`config.mk`:
```
export PLATFORM = sky130hd
export DESIGN_NAME = binary_arithmetic_encoder_flat
export DESIGN_NICKNAME = d
export VERILOG_FILES = /design/src/rtl/bae_pkg.sv /design/src/rtl/bae_in_if.sv /design/src/rtl/bae_out_if.sv /design/src/rtl/bae_front.sv /design/src/rtl/bae_core.sv /design/src/rtl/binary_arithmetic_encoder.sv /design/src/flat_wrapper.sv
export SDC_FILE = /design/constraint.sdc
export NUM_CORES = 1
export LEC_CHECK = 0
export ABC_AREA = 1
export BUFFER_PORTS_ARGS = -buffer_cell sky130_fd_sc_hd__buf_2
export CAP_MARGIN = 20
export CORE_MARGIN = 3
export CORE_UTILIZATION = 45
export CTS_BUF_LIST = sky130_fd_sc_hd__clkbuf_8
export DETAILED_ROUTE_END_ITERATION = 10
export GPL_ROUTABILITY_DRIVEN = 0
export GPL_TIMING_DRIVEN = 0
export SYNTH_ARGS = -nofsm -noshare
export SYNTH_HDL_FRONTEND = slang
export SYNTH_SLANG_ARGS = --single-unit
export TNS_END_PERCENT = 1
```
`constraint.sdc`:
```
create_clock -name clk -period 10.29 [get_ports clk]
set_input_delay 3.087 -clock clk [delete_from_list [all_inputs] [get_ports clk]]
set_output_delay 3.087 -clock clk [all_outputs]
set_load 0.005 [all_outputs]
```
`src/rtl/bae_pkg.sv`:
```
// ----------------------------------------------------------------------------
// bae_pkg
// Shared types, constants and command codes of the binary arithmetic encoder.
// ----------------------------------------------------------------------------
package bae_pkg;

  localparam int REG_BITS    = 16;
  localparam int FLUSH_BITS  = 32;
  localparam int MAX_RESULTS = 32;
  localparam int PROB_BITS   = 16;
  localparam int PEND_BITS   = 16;
  localparam int QDEPTH      = 2;

  localparam int FLUSH_EVENTS = (FLUSH_BITS - 1 < MAX_RESULTS) ? FLUSH_BITS - 1 : MAX_RESULTS;
  localparam int FCNT_BITS    = $clog2(FLUSH_EVENTS + 1);
  localparam int QPTR_BITS    = (QDEPTH > 1) ? $clog2(QDEPTH) : 1;
  localparam int QCNT_BITS    = $clog2(QDEPTH + 1);

  typedef logic [REG_BITS-1:0]           word_t;
  typedef logic [REG_BITS:0]             word_x_t;
  typedef logic [REG_BITS+PROB_BITS-1:0] prod_t;
  typedef logic [FLUSH_BITS-1:0]         flush_word_t;
  typedef logic [FCNT_BITS-1:0]          fcnt_t;
  typedef logic [PROB_BITS-1:0]          prob_t;
  typedef logic [PEND_BITS-1:0]          pend_t;
  typedef logic [1:0]                    cmd_code_t;
  typedef logic [QPTR_BITS-1:0]          qptr_t;
  typedef logic [QCNT_BITS-1:0]          qcnt_t;

  localparam word_t HALF       = word_t'(1) << (REG_BITS - 1);
  localparam word_t QUARTER    = word_t'(1) << (REG_BITS - 2);
  localparam word_t RANGE_INIT = HALF - word_t'(1);

  localparam logic [PROB_BITS:0] PROB_ONE  = (PROB_BITS + 1)'(1) << PROB_BITS;
  localparam prob_t              PROB_HALF = prob_t'(1) << (PROB_BITS - 1);
  localparam pend_t              PEND_MAX  = '1;
  localparam fcnt_t              FLUSH_END = fcnt_t'(FLUSH_EVENTS);
  localparam qcnt_t              QFULL     = qcnt_t'(QDEPTH);
  localparam qptr_t              QLAST     = qptr_t'(QDEPTH - 1);

  localparam cmd_code_t CMD_ENCODE  = 2'd0;
  localparam cmd_code_t CMD_FLUSH   = 2'd1;
  localparam cmd_code_t CMD_RESTART = 2'd2;

  typedef enum logic [1:0] {
    OP_ENCODE,
    OP_FLUSH,
    OP_RESTART,
    OP_NONE
  } op_t;

  typedef struct packed {
    op_t   op;
    prob_t plps;
    logic  hit_lps;
  } job_t;

  typedef enum logic [2:0] {
    S_IDLE,
    S_MUL,
    S_NARROW,
    S_RENORM,
    S_FLUSH,
    S_LAST
  } state_t;

endpackage

```
`src/rtl/bae_in_if.sv`:
```
// ----------------------------------------------------------------------------
// bae_in_if
// Command channel of the encoder: valid/ready with one command per transfer.
// ----------------------------------------------------------------------------
interface bae_in_if;
  logic                  valid;
  logic                  ready;
  bae_pkg::cmd_code_t    cmd;
  bae_pkg::prob_t        zero_prob;
  logic                  symbol;

  modport source (output valid, output cmd, output zero_prob, output symbol, input ready);
  modport sink   (input valid, input cmd, input zero_prob, input symbol, output ready);
endinterface

```
`src/rtl/bae_out_if.sv`:
```
// ----------------------------------------------------------------------------
// bae_out_if
// Result channel of the encoder: one follow event per transfer.
// ----------------------------------------------------------------------------
interface bae_out_if;
  logic           valid;
  logic           ready;
  logic           lead_bit;
  logic           lead_valid;
  bae_pkg::pend_t pending_count;
  logic           last;

  modport source (output valid, output lead_bit, output lead_valid, output pending_count,
                  output last, input ready);
  modport sink   (input valid, input lead_bit, input lead_valid, input pending_count,
                  input last, output ready);
endinterface

```
`src/rtl/bae_front.sv`:
```
// ----------------------------------------------------------------------------
// bae_front
// Accepts commands, classifies them (operation, LPS probability, LPS hit)
// and buffers them in a short queue toward the coding engine.
// ----------------------------------------------------------------------------
module bae_front (
  input  logic              clk,
  input  logic              rst_n,
  bae_in_if.sink            in_if,
  output logic              q_valid,
  input  logic              q_ready,
  output bae_pkg::job_t     q_data
);

  bae_pkg::job_t q_mem [bae_pkg::QDEPTH];
  bae_pkg::qptr_t wr_ptr_r, rd_ptr_r;
  bae_pkg::qcnt_t cnt_r;
  bae_pkg::job_t  job;
  logic           lps;
  logic           push, pop;

  always_comb begin
    lps         = in_if.zero_prob > bae_pkg::PROB_HALF;
    job.hit_lps = in_if.symbol == lps;
    job.plps    = lps ? bae_pkg::prob_t'(bae_pkg::PROB_ONE - {1'b0, in_if.zero_prob})
                      : in_if.zero_prob;
    unique case (in_if.cmd)
      bae_pkg::CMD_ENCODE:  job.op = bae_pkg::OP_ENCODE;
      bae_pkg::CMD_FLUSH:   job.op = bae_pkg::OP_FLUSH;
      bae_pkg::CMD_RESTART: job.op = bae_pkg::OP_RESTART;
      default:              job.op = bae_pkg::OP_NONE;
    endcase
  end

  assign in_if.ready = cnt_r != bae_pkg::QFULL;
  assign q_valid     = cnt_r != '0;
  assign q_data      = q_mem[rd_ptr_r];
  assign push        = in_if.valid && in_if.ready;
  assign pop         = q_valid && q_ready;

  always_ff @(posedge clk) begin
    if (push) begin
      q_mem[wr_ptr_r] <= job;
    end
  end

  always_ff @(posedge clk) begin
    if (!rst_n) begin
      wr_ptr_r <= '0;
      rd_ptr_r <= '0;
      cnt_r    <= '0;
    end else begin
      if (push) begin
        wr_ptr_r <= (wr_ptr_r == bae_pkg::QLAST) ? '0 : wr_ptr_r + 1'b1;
      end
      if (pop) begin
        rd_ptr_r <= (rd_ptr_r == bae_pkg::QLAST) ? '0 : rd_ptr_r + 1'b1;
      end
      if (push && !pop) begin
        cnt_r <= cnt_r + 1'b1;
      end else if (pop && !push) begin
        cnt_r <= cnt_r - 1'b1;
      end
    end
  end

endmodule

```
`src/rtl/bae_core.sv`:
```
// ----------------------------------------------------------------------------
// bae_core
// Coding engine: interval narrowing, one renormalization step per cycle unless
// stalled, flush bit walk, follow event holding and result output register.
// ----------------------------------------------------------------------------
module bae_core (
  input  logic          clk,
  input  logic          rst_n,
  input  logic          q_valid,
  output logic          q_ready,
  input  bae_pkg::job_t q_data,
  bae_out_if.source     out_if
);

  bae_pkg::state_t      state_r, state_nxt;
  bae_pkg::word_t       lo_r, lo_nxt;
  bae_pkg::word_t       range_r, range_nxt;
  bae_pkg::pend_t       pend_r, pend_nxt;
  logic                 first_r, first_nxt;
  bae_pkg::prob_t       plps_r, plps_nxt;
  logic                 hit_r, hit_nxt;
  bae_pkg::prod_t       prod_r, prod_nxt;
  bae_pkg::flush_word_t flush_sr_r, flush_sr_nxt;
  bae_pkg::fcnt_t       fcnt_r, fcnt_nxt;

  logic                 hold_v_r, hold_v_nxt;
  logic                 hold_bit_r, hold_bit_nxt;
  logic                 hold_lv_r, hold_lv_nxt;
  bae_pkg::pend_t       hold_pend_r, hold_pend_nxt;

  logic                 out_valid_r;
  logic                 out_bit_r, out_lv_r, out_last_r;
  bae_pkg::pend_t       out_pend_r;

  logic                 out_free, can_emit;
  logic                 emit_req, emit_bit;
  logic                 push, push_last;
  bae_pkg::word_t       rlps_raw, rlps_c, rlps, r_tmp, lo_tmp;
  bae_pkg::word_x_t     lo_sum;

  assign out_free = !out_valid_r || out_if.ready;
  assign can_emit = !hold_v_r || out_free;
  assign lo_sum   = bae_pkg::word_x_t'(lo_r) + bae_pkg::word_x_t'(range_r);
  assign rlps_raw = bae_pkg::word_t'(prod_r >> bae_pkg::PROB_BITS);
  assign rlps_c   = (rlps_raw == '0) ? bae_pkg::word_t'(1) : rlps_raw;
  assign rlps     = (rlps_c > range_r) ? range_r : rlps_c;

  always_comb begin
    state_nxt    = state_r;
    lo_nxt       = lo_r;
    range_nxt    = range_r;
    pend_nxt     = pend_r;
    first_nxt    = first_r;
    plps_nxt     = plps_r;
    hit_nxt      = hit_r;
    prod_nxt     = prod_r;
    flush_sr_nxt = flush_sr_r;
    fcnt_nxt     = fcnt_r;
    hold_v_nxt   = hold_v_r;
    hold_bit_nxt = hold_bit_r;
    hold_lv_nxt  = hold_lv_r;
    hold_pend_nxt = hold_pend_r;
    q_ready      = 1'b0;
    emit_req     = 1'b0;
    emit_bit     = 1'b0;
    push         = 1'b0;
    push_last    = 1'b0;
    r_tmp        = range_r;
    lo_tmp       = lo_r;

    unique case (state_r)
      bae_pkg::S_IDLE: begin
        q_ready = 1'b1;
        if (q_valid) begin
          case (q_data.op)
            bae_pkg::OP_ENCODE: begin
              plps_nxt  = q_data.plps;
              hit_nxt   = q_data.hit_lps;
              state_nxt = bae_pkg::S_MUL;
            end
            bae_pkg::OP_FLUSH: begin
              flush_sr_nxt = bae_pkg::flush_word_t'(bae_pkg::word_x_t'(lo_r)
                             + bae_pkg::word_x_t'(range_r >> 1));
              fcnt_nxt     = '0;
              state_nxt    = bae_pkg::S_FLUSH;
            end
            bae_pkg::OP_RESTART: begin
              lo_nxt    = '0;
              range_nxt = bae_pkg::RANGE_INIT;
              pend_nxt  = '0;
              first_nxt = 1'b1;
            end
            default: ;
          endcase
        end
      end
      bae_pkg::S_MUL: begin
        prod_nxt  = bae_pkg::prod_t'(range_r) * bae_pkg::prod_t'(plps_r);
        state_nxt = bae_pkg::S_NARROW;
      end
      bae_pkg::S_NARROW: begin
        if (hit_r) begin
          lo_nxt = lo_r + (range_r - rlps);
          r_tmp  = rlps;
        end else begin
          r_tmp  = range_r - rlps;
        end
        range_nxt = (r_tmp == '0) ? bae_pkg::word_t'(1) : r_tmp;
        state_nxt = bae_pkg::S_RENORM;
      end
      bae_pkg::S_RENORM: begin
        if (range_r >= bae_pkg::QUARTER) begin
          state_nxt = bae_pkg::S_LAST;
        end else if (lo_r >= bae_pkg::HALF) begin
          if (can_emit) begin
            emit_req  = 1'b1;
            emit_bit  = 1'b1;
            lo_tmp    = lo_r - bae_pkg::HALF;
            lo_nxt    = lo_tmp << 1;
            range_nxt = range_r << 1;
          end
        end else if (lo_sum <= bae_pkg::word_x_t'(bae_pkg::HALF)) begin
          if (can_emit) begin
            emit_req  = 1'b1;
            lo_nxt    = lo_r << 1;
            range_nxt = range_r << 1;
          end
        end else begin
          if (pend_r != bae_pkg::PEND_MAX) begin
            pend_nxt = pend_r + 1'b1;
          end
          lo_tmp    = (lo_r >= bae_pkg::QUARTER) ? lo_r - bae_pkg::QUARTER : '0;
          lo_nxt    = lo_tmp << 1;
          range_nxt = range_r << 1;
        end
      end
      bae_pkg::S_FLUSH: begin
        if (fcnt_r == bae_pkg::FLUSH_END) begin
          state_nxt = bae_pkg::S_LAST;
        end else if (can_emit) begin
          emit_req     = 1'b1;
          emit_bit     = flush_sr_r[bae_pkg::FLUSH_BITS-1];
          flush_sr_nxt = flush_sr_r << 1;
          fcnt_nxt     = fcnt_r + 1'b1;
        end
      end
      bae_pkg::S_LAST: begin
        if (!hold_v_r) begin
          state_nxt = bae_pkg::S_IDLE;
        end else if (out_free) begin
          push       = 1'b1;
          push_last  = 1'b1;
          hold_v_nxt = 1'b0;
          state_nxt  = bae_pkg::S_IDLE;
        end
      end
      default: state_nxt = bae_pkg::S_IDLE;
    endcase

    if (emit_req) begin
      push          = hold_v_r;
      hold_v_nxt    = 1'b1;
      hold_bit_nxt  = emit_bit;
      hold_lv_nxt   = !first_r;
      hold_pend_nxt = pend_r;
      first_nxt     = 1'b0;
      pend_nxt      = '0;
    end
  end

  always_ff @(posedge clk) begin
    if (!rst_n) begin
      state_r     <= bae_pkg::S_IDLE;
      lo_r        <= '0;
      range_r     <= bae_pkg::RANGE_INIT;
      pend_r      <= '0;
      first_r     <= 1'b1;
      hold_v_r    <= 1'b0;
      out_valid_r <= 1'b0;
    end else begin
      state_r  <= state_nxt;
      lo_r     <= lo_nxt;
      range_r  <= range_nxt;
      pend_r   <= pend_nxt;
      first_r  <= first_nxt;
      hold_v_r <= hold_v_nxt;
      if (push) begin
        out_valid_r <= 1'b1;
      end else if (out_if.ready) begin
        out_valid_r <= 1'b0;
      end
    end
  end

  always_ff @(posedge clk) begin
    plps_r      <= plps_nxt;
    hit_r       <= hit_nxt;
    prod_r      <= prod_nxt;
    flush_sr_r  <= flush_sr_nxt;
    fcnt_r      <= fcnt_nxt;
    hold_bit_r  <= hold_bit_nxt;
    hold_lv_r   <= hold_lv_nxt;
    hold_pend_r <= hold_pend_nxt;
    if (push) begin
      out_bit_r  <= hold_bit_r;
      out_lv_r   <= hold_lv_r;
      out_pend_r <= hold_pend_r;
      out_last_r <= push_last;
    end
  end

  assign out_if.valid         = out_valid_r;
  assign out_if.lead_bit      = out_bit_r;
  assign out_if.lead_valid    = out_lv_r;
  assign out_if.pending_count = out_pend_r;
  assign out_if.last          = out_last_r;

  a_idle_no_hold: assert property (@(posedge clk) disable iff (!rst_n)
    (state_r == bae_pkg::S_IDLE) |-> !hold_v_r)
    else $error("held event left over in idle");

  a_idle_range: assert property (@(posedge clk) disable iff (!rst_n)
    (state_r == bae_pkg::S_IDLE) |-> (range_r >= bae_pkg::QUARTER))
    else $error("range not normalized in idle");

  a_renorm_range: assert property (@(posedge clk) disable iff (!rst_n)
    (state_r == bae_pkg::S_RENORM) |-> (range_r != '0))
    else $error("zero range during renormalization");

  a_idle_out_last: assert property (@(posedge clk) disable iff (!rst_n)
    (state_r == bae_pkg::S_IDLE && out_valid_r) |-> out_last_r)
    else $error("non-final result pending while idle");

endmodule

```
`src/rtl/binary_arithmetic_encoder.sv`:
```
// Encode steps through the multiply, narrow, renormalize and last states after a queue pop;
// flush walks out 31 events one per cycle unless stalled, then checks the end and pushes.
// The engine takes one command at a time in idle; restart and unused commands stay in idle.
// A 2-entry command queue feeds the engine, which stalls while hold slot and output are full.
// Reset (rst_n low, synchronous) empties the queue and output and restores the interval.
// ----------------------------------------------------------------------------
// binary_arithmetic_encoder
// Binary arithmetic encoder with bit-plus-follow events: command front end,
// queue and coding engine.
// ----------------------------------------------------------------------------
module binary_arithmetic_encoder (
  input  logic      clk,
  input  logic      rst_n,
  bae_in_if.sink    in_if,
  bae_out_if.source out_if
);

  logic          q_valid;
  logic          q_ready;
  bae_pkg::job_t q_data;

  bae_front u_front (
    .clk     (clk),
    .rst_n   (rst_n),
    .in_if   (in_if),
    .q_valid (q_valid),
    .q_ready (q_ready),
    .q_data  (q_data)
  );

  bae_core u_core (
    .clk     (clk),
    .rst_n   (rst_n),
    .q_valid (q_valid),
    .q_ready (q_ready),
    .q_data  (q_data),
    .out_if  (out_if)
  );

endmodule
```
`src/flat_wrapper.sv`:
```
// flat-port wrapper written by rule: the top's interface ports become plain ports
module binary_arithmetic_encoder_flat 
  (clk, rst_n, in_if_valid, in_if_cmd, in_if_zero_prob, in_if_symbol, in_if_ready, out_if_valid, out_if_lead_bit, out_if_lead_valid, out_if_pending_count, out_if_last, out_if_ready);
  bae_in_if in_if_i ();
  bae_out_if out_if_i ();
  input  logic clk;
  input  logic rst_n;
  input wire logic [$bits(in_if_i.valid)-1:0] in_if_valid;
  input wire logic [$bits(in_if_i.cmd)-1:0] in_if_cmd;
  input wire logic [$bits(in_if_i.zero_prob)-1:0] in_if_zero_prob;
  input wire logic [$bits(in_if_i.symbol)-1:0] in_if_symbol;
  output wire logic [$bits(in_if_i.ready)-1:0] in_if_ready;
  output wire logic [$bits(out_if_i.valid)-1:0] out_if_valid;
  output wire logic [$bits(out_if_i.lead_bit)-1:0] out_if_lead_bit;
  output wire logic [$bits(out_if_i.lead_valid)-1:0] out_if_lead_valid;
  output wire logic [$bits(out_if_i.pending_count)-1:0] out_if_pending_count;
  output wire logic [$bits(out_if_i.last)-1:0] out_if_last;
  input wire logic [$bits(out_if_i.ready)-1:0] out_if_ready;
  assign in_if_i.valid = in_if_valid;
  assign in_if_i.cmd = in_if_cmd;
  assign in_if_i.zero_prob = in_if_zero_prob;
  assign in_if_i.symbol = in_if_symbol;
  assign in_if_ready = in_if_i.ready;
  assign out_if_valid = out_if_i.valid;
  assign out_if_lead_bit = out_if_i.lead_bit;
  assign out_if_lead_valid = out_if_i.lead_valid;
  assign out_if_pending_count = out_if_i.pending_count;
  assign out_if_last = out_if_i.last;
  assign out_if_i.ready = out_if_ready;
  binary_arithmetic_encoder u_core (.clk(clk), .rst_n(rst_n), .in_if(in_if_i), .out_if(out_if_i));
endmodule
```
==> results.md, run 1 <==
- Status: complete, no violations
- IO buf count: 41
- Vias in the first global route: 16740
- Avg Cell Area, Syn: 8.163 sq um
- Fin. Hold Viols: 0
- Skew-Pair Late Insertion Delay: 580 ps
- Core area: 44700 sq um
- Post-Syn Area: 20630 sq um
- H-tree depth: 2
- Worst Hold Path Cells: 0
- Sequential fraction of the synthesis area: 0.2683
- Crit-path slowest cell: clkbuf_1
- Deepest clock path buffer count: 3
- Reg clk slew, reported paths: 60 ps
- DIE HEIGHT: 220.1 um
- Slew Viols, Final: 0
- 1st-pass router iterations: 8
- # rows: 77
- WL/cell: 16.70 um
- Worst r2r src: u_core.u_core.range_r[8]
- FF-to-FF path depth: 26
- 1st-iter DRT viols: 1311
- Area growth syn-to-layout: 8.340%
- Hold buffer count at cts: 0
- Top-count cell post-synth: nand2_1
- # fillers: 4409
- Detailed Place HPWL: 43050 um
- CTS tree: done
- Hold WC Path Type: register to register
- Synth top area share: 0.2111
- Unique masters post-synth: 57
- Starting Density: 0.4615
- Total of max-cap violations: 0
- FMAX: 134.6 MHz
- Die Span X: 220.1 um
- Synth warn: 0
- Startpoint Class: register
- CP Class: register to register
- Tcrit/Tclk final: 0.7222
- Antenna Violating Nets Remaining: 0
- Post-synth EDFFs: 145
- CTS Root Cell: clkbuf_8
- Worst Tran Pin Value: 999.5 ps
- Leading area contributor after synthesis: edfxtp_1
- Top_reg_cell synth: edfxtp_1
- Total gr overflow: 0
- Share of post-route cells with drive strength above 1: 0.07284
- Hold path startpoint: u_core.u_core.hold_pend_r[10]
- Synth Instances: 2527
- Main area contributors after synthesis: edfxtp_1, fa_1, nand2_1
- Hold EP: u_core.u_core.out_if.pending_count[10]
- Syn nets: 2926
- Worst EP required: 10560 ps
- Global router's overall resource usage: 0.2272
- CP Launch Point: u_core.u_core.range_r[8]
- Worst relative slew slack: 0.3312
- Setup TNS after final layout: 0 ps
- CP arrival: 7700 ps
- Vias per inst: 5.173
- Setup violators final: 0
- Ant diodes: 0
- First-pass GRT wire length: 87110 um
- Crit end category: register
- Post-synth top cells: nand2_1, inv_1, fa_1
- Die area: 48450 sq um
- IO Pins: 44
- RSZ-0062 raised after global routing: false
- Total wire length: 53890 um
- Antenna violations before repair: 0
- Ys async rst share: 0
- Skew final: 71.88 ps
- Most used cell, CP: fa_1
- Yosys reg bits: 204
- Remaining DRCs: 0
- CP max stage delay: 670 ps
- Num CTS Buffers: 35
- Vias: 16700
- Clock Sinks: 204
- Register-to-register setup slack: 2860 ps
- Nets@finish: 3009
- Worst reg2reg path endpoint: u_core.u_core.prod_r[23]
- Setup Fix Bufs, Post-CTS: 0
- Largest net degree at the start of global routing: 37
- Fin crit period: 7431 ps
- Post-CTS sizing: 0
- Crit Path Max Fanout: 10
state kept, by name (all words and copies together) (netlist names), named ones only:
signal,flops
u_core.u_core.state_r,3
u_core.u_front.cnt_r,2
u_core.u_core.pend_r,16
u_core.u_core.fcnt_r,5
u_core.u_core.lo_r,16
u_core.u_core.hold_pend_r,16
u_core.u_core.hit_r,1
u_core.u_core.flush_sr_r,32
u_core.u_core.hold_v_r,1
u_core.u_core.out_if.last,1
u_core.u_core.plps_r,16
u_core.u_core.first_r,1
u_core.u_core.hold_lv_r,1
u_core.u_front.wr_ptr_r,1
u_core.u_core.out_if.lead_valid,1
u_core.u_front.rd_ptr_r,1
u_core.u_core.out_if.lead_bit,1
u_core.u_core.range_r,16
u_core.u_core.prod_r,16
u_core.u_core.out_if.valid,1
u_core.u_core.hold_bit_r,1
u_core.u_front.q_mem,38
u_core.u_core.out_if.pending_count,16
how the worst max path moves through the flow:
| stage | endpoint | cells past startpoint |
|---|---|---|
| 2_1_floorplan | u_core.u_core.prod_r[23] | 26 |
| 3_3_place_gp | u_core.u_core.prod_r[30] | 26 |
| 3_5_place_dp | u_core.u_core.prod_r[23] | 26 |
| 4_1_cts | u_core.u_core.prod_r[23] | 26 |
| 5_1_grt | u_core.u_core.prod_r[23] | 26 |
| 6_report | u_core.u_core.prod_r[23] | 26 |
placed cells by master, fill, tap and decap left out, types with 21 or more instances in the layout:
cell type and instances:
buf_2 50, fa_1 197, o21ai_0 85, a21oi_1 144
clkbuf_1 90, xor2_1 40, o211ai_1 25, inv_1 513
nor2_1 126, nand3_1 98, xnor2_1 26, nand2_1 600
ha_1 179, dfxtp_1 59, edfxtp_1 145, nor3_1 21
clkbuf_8 39
logic make-up (layout without fill, tap and decap cells):
kind of cell,after synthesis,count (layout),synth area share
xor gates and xnor gates,66,66,0.02802
buffers and inverters,622,731,0.1153
and+or+nand+nor,936,936,0.1958
muxes,17,17,0.009280
AOI/OAI and AO/OA,306,306,0.08352
DFF,204,204,0.2683
adders and majority gates,376,376,0.2998
through the flow:
stage | area, sq um | hold slack [ps] | setup slack, ps | utilization | cells
final | 22350 | 419.3 | 2859 | 0.4999 | 3228
after global routing | 22350 | 427.1 | 2492 | 0.4999 | 3228
after CTS | 22350 | 421.8 | 2866 | 0.4999 | 3228
after detailed placement | 21670 | 406.3 | 2927 | 0.4847 | 3165
after global placement | 21570 | 405.1 | 3021 | 0.4826 | 3160
after floorplan | 20630 | 400.3 | 4294 | - | 2527
per-layer routing:
layer,vias to the layer above,GRT usage,share of wire
met1,7990,0.3051,0.44
met4,0,0.07169,0.028
li1,8115,-,-
met5,-,0,0
met2,500,0.3835,0.47
met3,93,0.02978,0.062
area by class of cell:
cell class | count | area, sq um | share of cell area
flip-flops and latches | 204 | 5535 | 0.2477
repair buffers | 46 | 277.8 | 0.01243
clock inverters | 24 | 143.9 | 0.006438
inverters | 512 | 1924 | 0.08610
multi-input cells | 1701 | 12740 | 0.5699
plain buffers | 110 | 454.2 | 0.02032
clock buffers | 39 | 536.8 | 0.02402
well taps | 592 | 740.7 | 0.03314
critical path, delay by kind of cell (launching register included):
family | cells | cell delay (ps)
AO/OA/AOI/OAI | 5 | 870
XOR/XNOR | 1 | 90
adder cells (fa/ha/maj) | 7 | 3390
buffers and inverters | 7 | 1530
flip-flops | 1 | 550
AND/OR/NAND/NOR | 6 | 700
Power of run 1 is left out: the tool's default activity adds up to more than one toggle a clock period on the data nets, which glitch-free logic cannot reach.
==> run 2: changes to the inputs <==
==> constraint.sdc (replaced) <==
create_clock -name clk -period 5.97 [get_ports clk]
set_input_delay 1.791 -clock clk [delete_from_list [all_inputs] [get_ports clk]]
set_output_delay 1.791 -clock clk [all_outputs]
set_load 0.005 [all_outputs]
==> results.md, run 2 (synthesized netlist as in run 1, its figures left out) <==
- CP Class: register to register (unchanged)
- Die Span X: 220.1 um (unchanged)
- CTS tree: done (unchanged)
- Status: complete, no violations (unchanged)
- Largest net degree at the start of global routing: 28 (was 37)
- Ant diodes: 0 (unchanged)
- Crit Path Max Fanout: 10 (unchanged)
- Hold buffer count at cts: 0 (unchanged)
- Worst Tran Pin Value: 988.6 ps (was 999.5 ps)
- Vias per inst: 5.211 (was 5.173)
- WL/cell: 17.12 um (was 16.70 um)
- # rows: 77 (unchanged)
- Post-layout instance area: 23960 sq um (was 22350 sq um)
- Deepest clock path buffer count: 3 (unchanged)
- H-tree depth: 2 (unchanged)
- Clock Sinks: 204 (unchanged)
- Detailed Place HPWL: 43580 um (was 43050 um)
- Most common cell after layout, fill and taps aside: nand2_1 (unchanged)
- Finished Core Util: 0.5361 (was 0.4999)
- FMAX: 169.9 MHz (was 134.6 MHz)
- CTS Root Cell: clkbuf_8 (unchanged)
- Dpl cell area: 21670 sq um (about the same)
- Starting Density: 0.4615 (unchanged)
- Slew Viols, Final: 0 (unchanged)
- Num CTS Buffers: 34 (was 35)
- Skew-Pair Late Insertion Delay: 570 ps (was 580 ps)
- Remaining DRCs: 0 (unchanged)
- Core area: 44700 sq um (unchanged)
- Worst EP required: 6260 ps (was 10560 ps)
- Startpoint Class: register (unchanged)
- Fin crit period: 5885 ps (was 7431 ps)
- Vias: 17140 (was 16700)
- Tcrit/Tclk final: 0.9858 (was 0.7222)
- 1st-iter DRT viols: 1198 (was 1311)
- Antenna Violating Nets Remaining: 0 (unchanged)
- Total wire length: 56320 um (was 53890 um)
- Setup violators final: 0 (unchanged)
- Crit end category: register (unchanged)
- Vias in the first global route: 17130 (was 16740)
- Worst relative slew slack: 0.3385 (was 0.3312)
- Skew final: 36.05 ps (was 71.88 ps)
- Global router's overall resource usage: 0.2338 (was 0.2272)
- First-pass GRT wire length: 88860 um (was 87110 um)
- Setup TNS after final layout: 0 ps (unchanged)
- Antenna violations before repair: 0 (unchanged)
- Hold WC Path Type: register to register (unchanged)
- Top reg by flops: u_core.u_front.q_mem (unchanged)
- Most frequent cells in the layout: nand2_1, inv_1, fa_1 (unchanged)
- Total gr overflow: 0 (unchanged)
- Total of max-cap violations: 0 (unchanged)
- Regs by FF count: u_core.u_front.q_mem: 38 flops, u_core.u_core.flush_sr_r: 32 flops (unchanged)
- Share of post-route cells with drive strength above 1: 0.1568 (was 0.07284)
- Die area: 48450 sq um (unchanged)
- Fin. Hold Viols: 0 (unchanged)
- Dpl ws: -1376 ps (was 2927 ps)
- IO Pins: 44 (unchanged)
- 1st-pass router iterations: 5 (was 8)
- Setup ws final: 84.97 ps (was 2859 ps)
- Max reg flops: 38 (unchanged)
- RSZ-0062 raised after global routing: true (was false)
- IO buf count: 41 (unchanged)
- Reg clk slew, reported paths: 70 ps (was 60 ps)
- DIE HEIGHT: 220.1 um (unchanged)
- Nets@finish: 3071 (was 3009)
- Area growth syn-to-layout: 16.16% (was 8.340%)
- CP arrival: 6170 ps (was 7700 ps)
## run 2: layout make-up
cell class	count	area, sq um
multi-input cells	1701	13240
fillers	4199	20740
clock inverters	26	163.9
inverters	512	1928
repair buffers	127	900.9
well taps	592	740.7
flip-flops and latches	204	5590
clock buffers	36	495.5
plain buffers	92	899.6
## run 2: critical path: stages, from the launching register on
cell and delay, ps:
edfxtp_1 490, buf_6 200, nand2_1 80, fa_1 470, inv_1 50, fa_1 540, inv_2 40, fa_1 460
fa_1 520, inv_2 50, fa_1 540, inv_2 40, fa_1 510, inv_2 50, ha_4 280, nand4_1 140
o221ai_2 230, a21oi_1 70, o21ai_1 150, nand3_1 110, nand2_2 100, nand2_2 70, nand2_4 100, a21oi_4 70
o21ai_2 150, xor2_1 70
## run 2: timing repair
action | 4_1_cts | 5_1_grt
setup buffers | 24 | 57
resized for setup | 176 | 164
pin swaps | 5 | 73
setup endpoints to repair | 23 | 16
## run 2: per-stage QoR
step | instances | hold slack, ps
global placement | 3160 | 404.9
floorplan | 2527 | 400.3
global route | 3290 | 423.1
finish | 3290 | 406.5
detailed placement | 3165 | 405.4
CTS | 3240 | 415.9
## run 2: final timing paths
| kind | slack, ps | start | cells past startpoint | to |
|---|---|---|---|---|
| max reg2reg | 80 | u_core.u_core.plps_r[6] | 25 | u_core.u_core.prod_r[23] |
| min reg2reg | 410 | u_core.u_core.hold_pend_r[14] | 0 | u_core.u_core.out_if.pending_count[14] |
| max | 80 | u_core.u_core.plps_r[6] | 25 | u_core.u_core.prod_r[23] |
| min | 410 | u_core.u_core.hold_pend_r[14] | 0 | u_core.u_core.out_if.pending_count[14] |
## run 2: per-layer routing
layer,vias up,share of wire,routed length [um],global-route usage
met3,121,0.058,3253,0.03199
li1,8238,-,-,-
met5,-,0,0,0
met1,8251,0.42,23930,0.3017
met4,0,0.040,2271,0.09594
met2,533,0.48,26870,0.3971
Power of run 2 is left out for the same reason.
==> run 3: changes to the inputs <==
--- a/config.mk
+++ b/config.mk
@@ -16,5 +16,6 @@
 export GPL_TIMING_DRIVEN = 0
 export SYNTH_ARGS = -nofsm -noshare
 export SYNTH_HDL_FRONTEND = slang
+export SYNTH_HIERARCHICAL = 1
 export SYNTH_SLANG_ARGS = --single-unit
 export TNS_END_PERCENT = 1
==> results.md, run 3 <==
- Top_reg_cell synth: edfxtp_1 (unchanged)
- Status: complete, no violations (unchanged)
- Startpoint Class: register (unchanged)
- Total of max-cap violations: 0 (unchanged)
- Num CTS Buffers: 39 (was 34)
- FF-to-FF path depth: 25 (unchanged)
- Multi-input logic area: 13120 sq um (was 13240 sq um)
- Skew final: 45.13 ps (was 36.05 ps)
- Worst EP required: 6300 ps (was 6260 ps)
- Tcrit/Tclk final: 0.9887 (was 0.9858)
- Most frequent cells in the layout: nand2_1, inv_1, fa_1 (unchanged)
- Fin. Hold Viols: 0 (unchanged)
- Hold path startpoint: u_core/u_core/hold_pend_r[5] (was u_core.u_core.hold_pend_r[14])
- Register area: 5588 sq um (was 5590 sq um)
- Antenna Violating Nets Remaining: 0 (unchanged)
- Area growth syn-to-layout: 14.60% (was 16.16%)
- Synth Instances: 2569 (was 2527)
- CP max stage delay: 560 ps (was 540 ps)
- Crit Path Max Fanout: 10 (unchanged)
- CTS tree: done (unchanged)
- DIE HEIGHT: 220.6 um (was 220.1 um)
- Global router's overall resource usage: 0.2355 (was 0.2338)
- Post-Syn Area: 20730 sq um (was 20630 sq um)
- Ys async rst share: 0 (unchanged)
- Yosys reg bits: 204 (unchanged)
- Reg clk slew, reported paths: 60 ps (was 70 ps)
- CTS Root Cell: clkbuf_8 (unchanged)
- Post-synth EDFFs: 145 (unchanged)
- Slew Viols, Final: 0 (unchanged)
- Deepest clock path buffer count: 3 (unchanged)
- Leading area contributor after synthesis: edfxtp_1 (unchanged)
- Antenna violations before repair: 1 (was 0)
- IO buf count: 41 (unchanged)
- Setup ws final: 67.43 ps (was 84.97 ps)
- CP arrival: 6230 ps (was 6170 ps)
- Core area: 45480 sq um (was 44700 sq um)
- Unique masters post-synth: 57 (unchanged)
- Remaining DRCs: 0 (unchanged)
- WL/cell: 16.99 um (was 17.12 um)
- Avg Cell Area, Syn: 8.070 sq um (was 8.163 sq um)
- Total wire length: 56310 um (was 56320 um)
- Largest net degree at the start of global routing: 32 (was 28)
- Hold WC Path Type: register to register (unchanged)
- Skew-Pair Late Insertion Delay: 590 ps (was 570 ps)
- 1st-pass router iterations: 7 (was 5)
- Detailed Place HPWL: 43660 um (was 43580 um)
- Starting Density: 0.4559 (was 0.4615)
- Nets@finish: 3086 (was 3071)
- RSZ-0062 raised after global routing: true (unchanged)
- H-tree depth: 2 (unchanged)
- 1st-iter DRT viols: 1198 (unchanged)
- Hold WS: 415.7 ps (was 406.5 ps)
- Die Span X: 220.6 um (was 220.1 um)
- CP Class: register to register (unchanged)
- Total gr overflow: 0 (unchanged)
- Worst reg2reg path endpoint: u_core/u_core/prod_r[28] (was u_core.u_core.prod_r[23])
- Finished Core Util: 0.5225 (was 0.5361)
- Vias in the first global route: 17330 (was 17130)
- FMAX: 169.4 MHz (was 169.9 MHz)
- IO Pins: 44 (unchanged)
- Clock Sinks: 204 (unchanged)
- Worst relative slew slack: 0.3651 (was 0.3385)
- Dpl ws: -1456 ps (was -1376 ps)
- # fillers: 4371 (was 4199)
- Crit-path slowest cell: fa_1 (unchanged)
- Worst r2r src: u_core/u_core/plps_r[6] (was u_core.u_core.plps_r[6])
- Setup violators final: 0 (unchanged)
- Vias per inst: 5.193 (was 5.211)
- Regs by FF count: u_core/u_front/q_mem: 38 flops, u_core/u_core/flush_sr_r: 32 flops (was u_core.u_front.q_mem: 38 flops, u_core.u_core.flush_sr_r: 32 flops)
- Top reg by flops: u_core/u_front/q_mem (was u_core.u_front.q_mem)
- Synth top area share: 0.2100 (was 0.2111)
- Most common cell after layout, fill and taps aside: nand2_1 (unchanged)
- Hold buffer count at cts: 0 (unchanged)
- Post-synth top cells: nand2_1, inv_1, fa_1 (unchanged)
- Syn nets: 2970 (was 2926)
- Synth warn: 6 (was 0)
- Max reg flops: 38 (unchanged)
- Sequential fraction of the synthesis area: 0.2670 (was 0.2683)
- Worst Tran Pin Value: 928.3 ps (was 988.6 ps)
- # rows: 78 (was 77)
- Register-to-register setup slack: 70 ps (was 80 ps)
- Share of post-route cells with drive strength above 1: 0.1349 (was 0.1568)
- Top-count cell post-synth: nand2_1 (unchanged)
- First-pass GRT wire length: 90170 um (was 88860 um)
- Fin crit period: 5903 ps (was 5885 ps)
- Hold EP: u_core/u_core/out_if.pending_count[5] (was u_core.u_core.out_if.pending_count[14])
- Worst Hold Path Cells: 0 (unchanged)
- Ant diodes: 0 (unchanged)
- Die area: 48680 sq um (was 48450 sq um)
- Vias: 17210 (was 17140)
- Main area contributors after synthesis: edfxtp_1, fa_1, nand2_1 (unchanged)
- Crit end category: register (unchanged)
-- run 3: how the worst max path moves through the flow --
stage / start / end / slack (ps) / depth (start not counted)
3_5_place_dp: u_core/u_core/range_r[14] / u_core/u_core/prod_r[31] / -1460 / 24
6_report: u_core/u_core/plps_r[6] / u_core/u_core/prod_r[28] / 70 / 25
4_1_cts: u_core/u_core/range_r[5] / u_core/u_core/prod_r[31] / 8 / 28
3_3_place_gp: u_core/u_core/range_r[7] / u_core/u_core/prod_r[31] / -1470 / 26
2_1_floorplan: u_core/u_core/range_r[10] / u_core/u_core/prod_r[27] / 50 / 27
5_1_grt: u_core/u_core/prod_r[28] / u_core/u_core/lo_r[15] / -200 / 44
-- run 3: cells by family (layout without fill, tap and decap cells) --
| family | after synthesis | count (layout) | synth area share |
|---|---|---|---|
| fa+ha+maj | 378 | 378 | 0.2995 |
| flops | 204 | 204 | 0.2670 |
| xor+xnor | 65 | 65 | 0.02782 |
| buf+inv | 641 | 786 | 0.1189 |
| compound gates | 313 | 313 | 0.08521 |
| mux | 19 | 19 | 0.01032 |
| simple gates | 949 | 949 | 0.1912 |
-- run 3: critical path, delay by kind of cell, from the launching register on --
kind / cells / cell delay [ps]
buffers and inverters: 8 / 770
and+or+nand+nor: 4 / 330
DFF: 1 / 470
adders and majority gates: 7 / 3340
AOI/OAI and AO/OA: 5 / 610
xor gates and xnor gates: 1 / 160
-- run 3: final cells by class --
| class | count | share of cell area |
|---|---|---|
| multi-input cells | 1724 | 0.5523 |
| flip-flops and latches | 204 | 0.2352 |
| inverters | 528 | 0.08341 |
| plain buffers | 93 | 0.03639 |
| well taps | 600 | 0.03160 |
| repair buffers | 95 | 0.02791 |
| clock buffers | 42 | 0.02433 |
| clock inverters | 28 | 0.008899 |
-- run 3: metal layers --
layer  wire length [um]  up-vias  global-route usage  part of all wire
li1                   -     8264                   -                 -
met1              23710     8260              0.3028              0.42
met2              27120      552              0.3981              0.48
met3               3299      130             0.03516             0.059
met4               2175        2             0.09832             0.039
met5                 10        -                   0           0.00018
-- run 3: what timing repair did --
action                                  4_1_cts  5_1_grt
buffers inserted                             29       19
resized for setup                           187       87
endpoints found under the setup margin       27       13
pin swaps                                    10       35
endpoints found under the hold margin         0        0
-- run 3: metrics by stage --
step	setup TNS, ps	instances	area, sq um
detailed placement	-25530	3216	21800
finish	0	3314	23760
global placement	-24210	3210	21690
floorplan	0	2569	20730
global route	-820.9	3314	23760
CTS	0	3301	23450
Power of run 3 is left out for the same reason.
